--- config.mk ---
export PLATFORM = sky130hd
export DESIGN_NAME = csce_seq
export DESIGN_NICKNAME = d
export VERILOG_FILES = /design/src/design/csce_pkg.sv /design/src/design/csce_seq.sv
export SDC_FILE = /design/constraint.sdc
export NUM_CORES = 1
export LEC_CHECK = 0
export ABC_AREA = 1
export BUFFER_PORTS_ARGS = -buffer_cell sky130_fd_sc_hd__buf_2
export CORE_AREA = 2 2 39 41
export CTS_CLUSTER_SIZE = 10
export DETAILED_ROUTE_END_ITERATION = 10
export DIE_AREA = 0 0 41 43
export PLACE_DENSITY = 0.49
export SYNTH_ARGS = -nofsm -noshare
export SYNTH_HDL_FRONTEND = slang
export SYNTH_SLANG_ARGS = --single-unit
--- constraint.sdc ---
create_clock -name clk -period 1.4 [get_ports clk]
set_input_delay 0.07 -clock clk [delete_from_list [all_inputs] [get_ports clk]]
set_output_delay 0.07 -clock clk [all_outputs]
set_load 0.01 [all_outputs]
--- src/design/csce_pkg.sv ---
// Shared types, constants and the microcode program of the Clenshaw evaluator.
// Used by csce_seq, csce_dp and chebyshev_series_clenshaw_eval. No dependencies.
package csce_pkg;

  localparam int MaxTerms  = 64;
  localparam int IdxW      = $clog2(MaxTerms);
  localparam int CoefW     = 32;
  localparam int XW        = 32;
  localparam int BW        = 48;
  localparam int SplitBits = 29;
  localparam int PcW       = 3;

  localparam logic OP_WRITE = 1'b0;
  localparam logic OP_EVAL  = 1'b1;

  typedef enum logic [2:0] {
    J_NEVER,
    J_ALWAYS,
    J_NOSTART,
    J_KNZ,
    J_OUTBUSY
  } jcond_t;

  typedef enum logic [PcW-1:0] {
    PC_IDLE = 3'd0,
    PC_MLO  = 3'd1,
    PC_MHI  = 3'd2,
    PC_ACC  = 3'd3,
    PC_FIN  = 3'd4,
    PC_RET  = 3'd5
  } pc_t;

  typedef struct packed {
    logic   idle;
    logic   ld_p;
    logic   ld_qs;
    logic   ld_b;
    logic   ld_out;
    jcond_t jc;
    pc_t    jaddr;
  } ctrl_t;

  typedef struct packed {
    logic start;
    logic k_nz;
    logic out_busy;
  } status_t;

  function automatic ctrl_t ucode(input pc_t pc);
    ctrl_t w;
    w = '{idle: 1'b0, ld_p: 1'b0, ld_qs: 1'b0, ld_b: 1'b0, ld_out: 1'b0,
          jc: J_ALWAYS, jaddr: PC_IDLE};
    case (pc)
      PC_IDLE: begin
        w.idle  = 1'b1;
        w.jc    = J_NOSTART;
        w.jaddr = PC_IDLE;
      end
      PC_MLO: begin
        w.ld_p = 1'b1;
        w.jc   = J_NEVER;
      end
      PC_MHI: begin
        w.ld_qs = 1'b1;
        w.jc    = J_NEVER;
      end
      PC_ACC: begin
        w.ld_b  = 1'b1;
        w.jc    = J_KNZ;
        w.jaddr = PC_MLO;
      end
      PC_FIN: begin
        w.ld_out = 1'b1;
        w.jc     = J_OUTBUSY;
        w.jaddr  = PC_FIN;
      end
      PC_RET: begin
        w.jc    = J_ALWAYS;
        w.jaddr = PC_IDLE;
      end
      default: begin
        w.jc    = J_ALWAYS;
        w.jaddr = PC_IDLE;
      end
    endcase
    return w;
  endfunction

endpackage

--- src/design/csce_seq.sv ---
// Microcode sequencer: step counter, control store lookup, conditional jumps.
// Depends on csce_pkg.
module csce_seq (
  input  logic             clk,
  input  logic             rst,
  input  csce_pkg::status_t stat,
  output csce_pkg::ctrl_t   ctrl
);

  csce_pkg::pc_t pc, pc_next;
  logic          take;

  always_ff @(posedge clk) begin
    if (rst) begin
      pc <= csce_pkg::PC_IDLE;
    end else begin
      pc <= pc_next;
    end
  end

  always_comb begin
    ctrl = csce_pkg::ucode(pc);
    case (ctrl.jc)
      csce_pkg::J_NEVER:   take = 1'b0;
      csce_pkg::J_ALWAYS:  take = 1'b1;
      csce_pkg::J_NOSTART: take = !stat.start;
      csce_pkg::J_KNZ:     take = stat.k_nz;
      csce_pkg::J_OUTBUSY: take = stat.out_busy;
      default:             take = 1'b1;
    endcase
    pc_next = take ? ctrl.jaddr : csce_pkg::pc_t'(pc + 1'b1);
  end

endmodule

==> metrics.md <==
| Metric | Value |
|---|---|
| CTS buffer count | `3` |
| CORE AREA | `1380 um^2` |
| Largest net degree at the start of global routing | `7` |
| Hold_sp | `stat[0]` |
| Die height | `43 um` |
| Fin crit share | `0.996` |
| Setup CP Type | `reg -> out` |
| Non-Filler Instances | `95` |
| Setup TNS Final | `0 ps` |
| Drt total wl | `817 um` |
| Placed cell count | `89` |
| Area leader, netlist | `ha_1` |
| Largest cells by area after synthesis | `ha_1 18%, dfxtp_1 17%, nor2_1 12%` |
| Share of cells above drive strength 1 | `0.557` |
| Final hold viol count | `0` |
| Endpoints failing setup | `0` |
| I/O Buffers | `14` |
| Worst hold stages | `6` |
| Clock Root Buffer | `clkbuf_4` |
| CTS H-tree lvls | `1` |
| Max clock buf depth | `2` |
| Die area | `1760 um^2` |
| Worst reg-to-reg path cell count | `9` |
| Starting DRT DRC Count | `6` |
| Slew Viols, Final | `0` |
| Die width | `41 um` |
| Distinct cells, synth | `16` |
| Clock sink count | `3` |
| DP Wirelength | `646 um` |
| GR Util All Layers | `0.110` |
| Number of global-route vias before repair | `332` |
| R2r setup slk | `40 ps` |
| YS warnings | `0` |
| Status | `completed` |
| Cell area after synthesis | `344 um^2` |
| Via density | `4.22` |
| Number of antenna violations at the first check in global routing | `0` |
| Multi-input gate area | `277 um^2` |
| Area Overhead vs Synth | `66.9%` |
| Fmax achieved | `717 MHz` |
| Remaining DRCs | `0` |
| Max-cap violations | `0` |
| Synth top area share | `0.182` |
| CP Max Fanout | `4` |
| CP startpoint | `pc[0]` |
| Synth Register Bits | `3` |
| Final net count | `90` |
| Syn Nets | `66` |
| CTS tree | `yes` |
| Design area | `574 um^2` |
| Commonest non-fill, non-tap cell in the layout | `buf_2` |
| Hold WC Path Type | `in -> reg` |
| Arrival time at the worst endpoint | `1320 ps` |
| DR pass1 iterations | `4` |
| Mapped Avg Cell Area | `6.14 um^2` |
| Antenna viol nets, final | `0` |
| Leakage Power | `0.302 nW` |
| Synth Instances | `56` |
| Power per cell area | `2180 nW/um^2` |
| CP endpoint kind | `output port` |
| Gp weighted congestion | `0.747` |
| Layout Utilization | `0.415` |
| Max IR drop VDD | `1.15 mV` |
| Fin Hold WS | `237 ps` |
| Regs by FF count | `pc x3` |
| Starting Density | `0.249` |
| CP Launch Type | `register` |
| Clk slew on worst S/H paths | `40 ps` |
| Row Count | `14` |
| Final Skew | `0.905 ps` |
| RSZ-0062 raised after global routing | `true` |
| DR vias | `401` |
| First-pass GRT wire length | `1310 um` |
| Placed Area | `459 um^2` |
| Total gr overflow | `0` |
| Crit path time final | `1390 ps` |
| Diodes inserted | `0` |
| DR WL/cell | `8.60 um` |
| Most flops, register | `pc` |
| Reg2reg start | `pc[0]` |
| Clk_lat worst skew | `230 ps` |
| FF+latch area | `67.6 um^2` |
| I/O pin count | `16` |
| Most frequent cells in the layout | `14 x buf_2, 9 x nor2_1, 9 x nand2_1` |
| Largest register FFs | `3` |
| Sequential share of the synthesized area | `0.175` |
| Critical path endpoint | `ctrl[4]` |
| R2r endpoint | `pc[0]` |
| Worst Path Required | `1330 ps` |
| Filler cells | `159` |
layer usage:
| metal | routed length (um) | up-vias | track usage |
|---|---|---|---|
| li1 | - | 217 | - |
| met1 | 367 | 173 | 0.128 |
| met2 | 403 | 11 | 0.172 |
| met3 | 46 | 0 | 0.0314 |
| met4 | 0 | 0 | 0.0600 |
| met5 | 0 | - | 0 |
cells in the mapped netlist:
cell,number
a21oi_1,2
a21oi_2,1
buf_4,3
conb_1,1
dfxtp_1,3
ha_1,5
inv_1,9
inv_2,2
nand2_1,10
nand2_2,1
nand3_1,3
nand4_1,2
nor2_1,11
nor2_2,1
o21a_1,1
o21ai_2,1
area by class of cell:
cell class,count,share of cell area
timing repair buffer,22,0.244
multi-input combinational,39,0.481
tap,16,0.0349
inverter,11,0.0763
clock buffer,4,0.0458
sequential,3,0.118
how the worst min path moves through the flow:
stage | to | slack (ps)
floorplan | pc[1] | 140
global placement | pc[1] | 240
detailed placement | pc[1] | 250
CTS | pc[1] | 230
global route | pc[1] | 250
finish | pc[1] | 240
cells by family (layout without fill, tap and decap cells):
logic type	Yosys count	in the layout	share of synthesized area
AO/OA/AOI/OAI	5	5	0.102
AND/OR/NAND/NOR	28	28	0.345
buffers and inverters	14	37	0.185
flip-flops	3	3	0.175
adder cells (fa/ha/maj)	5	5	0.182
other	1	1	0.0109
metrics by stage:
stage	setup WS, ps	total power, mW
after global placement	-5.42	0.905
after CTS	-2.14	1.24
after global routing	-72.5	1.40
after detailed placement	-17.6	0.903
after floorplan	44.0	0.658
final	5.49	1.25
report_power, final:
part,switching (mW),internal (mW),leakage (nW)
Sequential,0.0490,0.134,0.0261
Combinational,0.486,0.437,0.261
Clock,0.0422,0.107,0.0150
Total,0.577,0.677,0.302
what timing repair did:
| item | 4_1_cts | 5_1_grt |
|---|---|---|
| endpoints found under the setup margin | 10 | 5 |
| hold buffers | 1 | 0 |
| pin swaps | 4 | 1 |
| endpoints found under the hold margin | 1 | 0 |
| resized for setup | 19 | 3 |
| buffers inserted | 2 | 0 |
critical path, cell delays in order, from the launching register on:
cell and delay (ps):
dfxtp_4 380, inv_4 40, ha_4 170, inv_2 60
nor2_4 40, buf_4 120, o21a_1 150, buf_2 130
(Power assumes the default switching activity.)
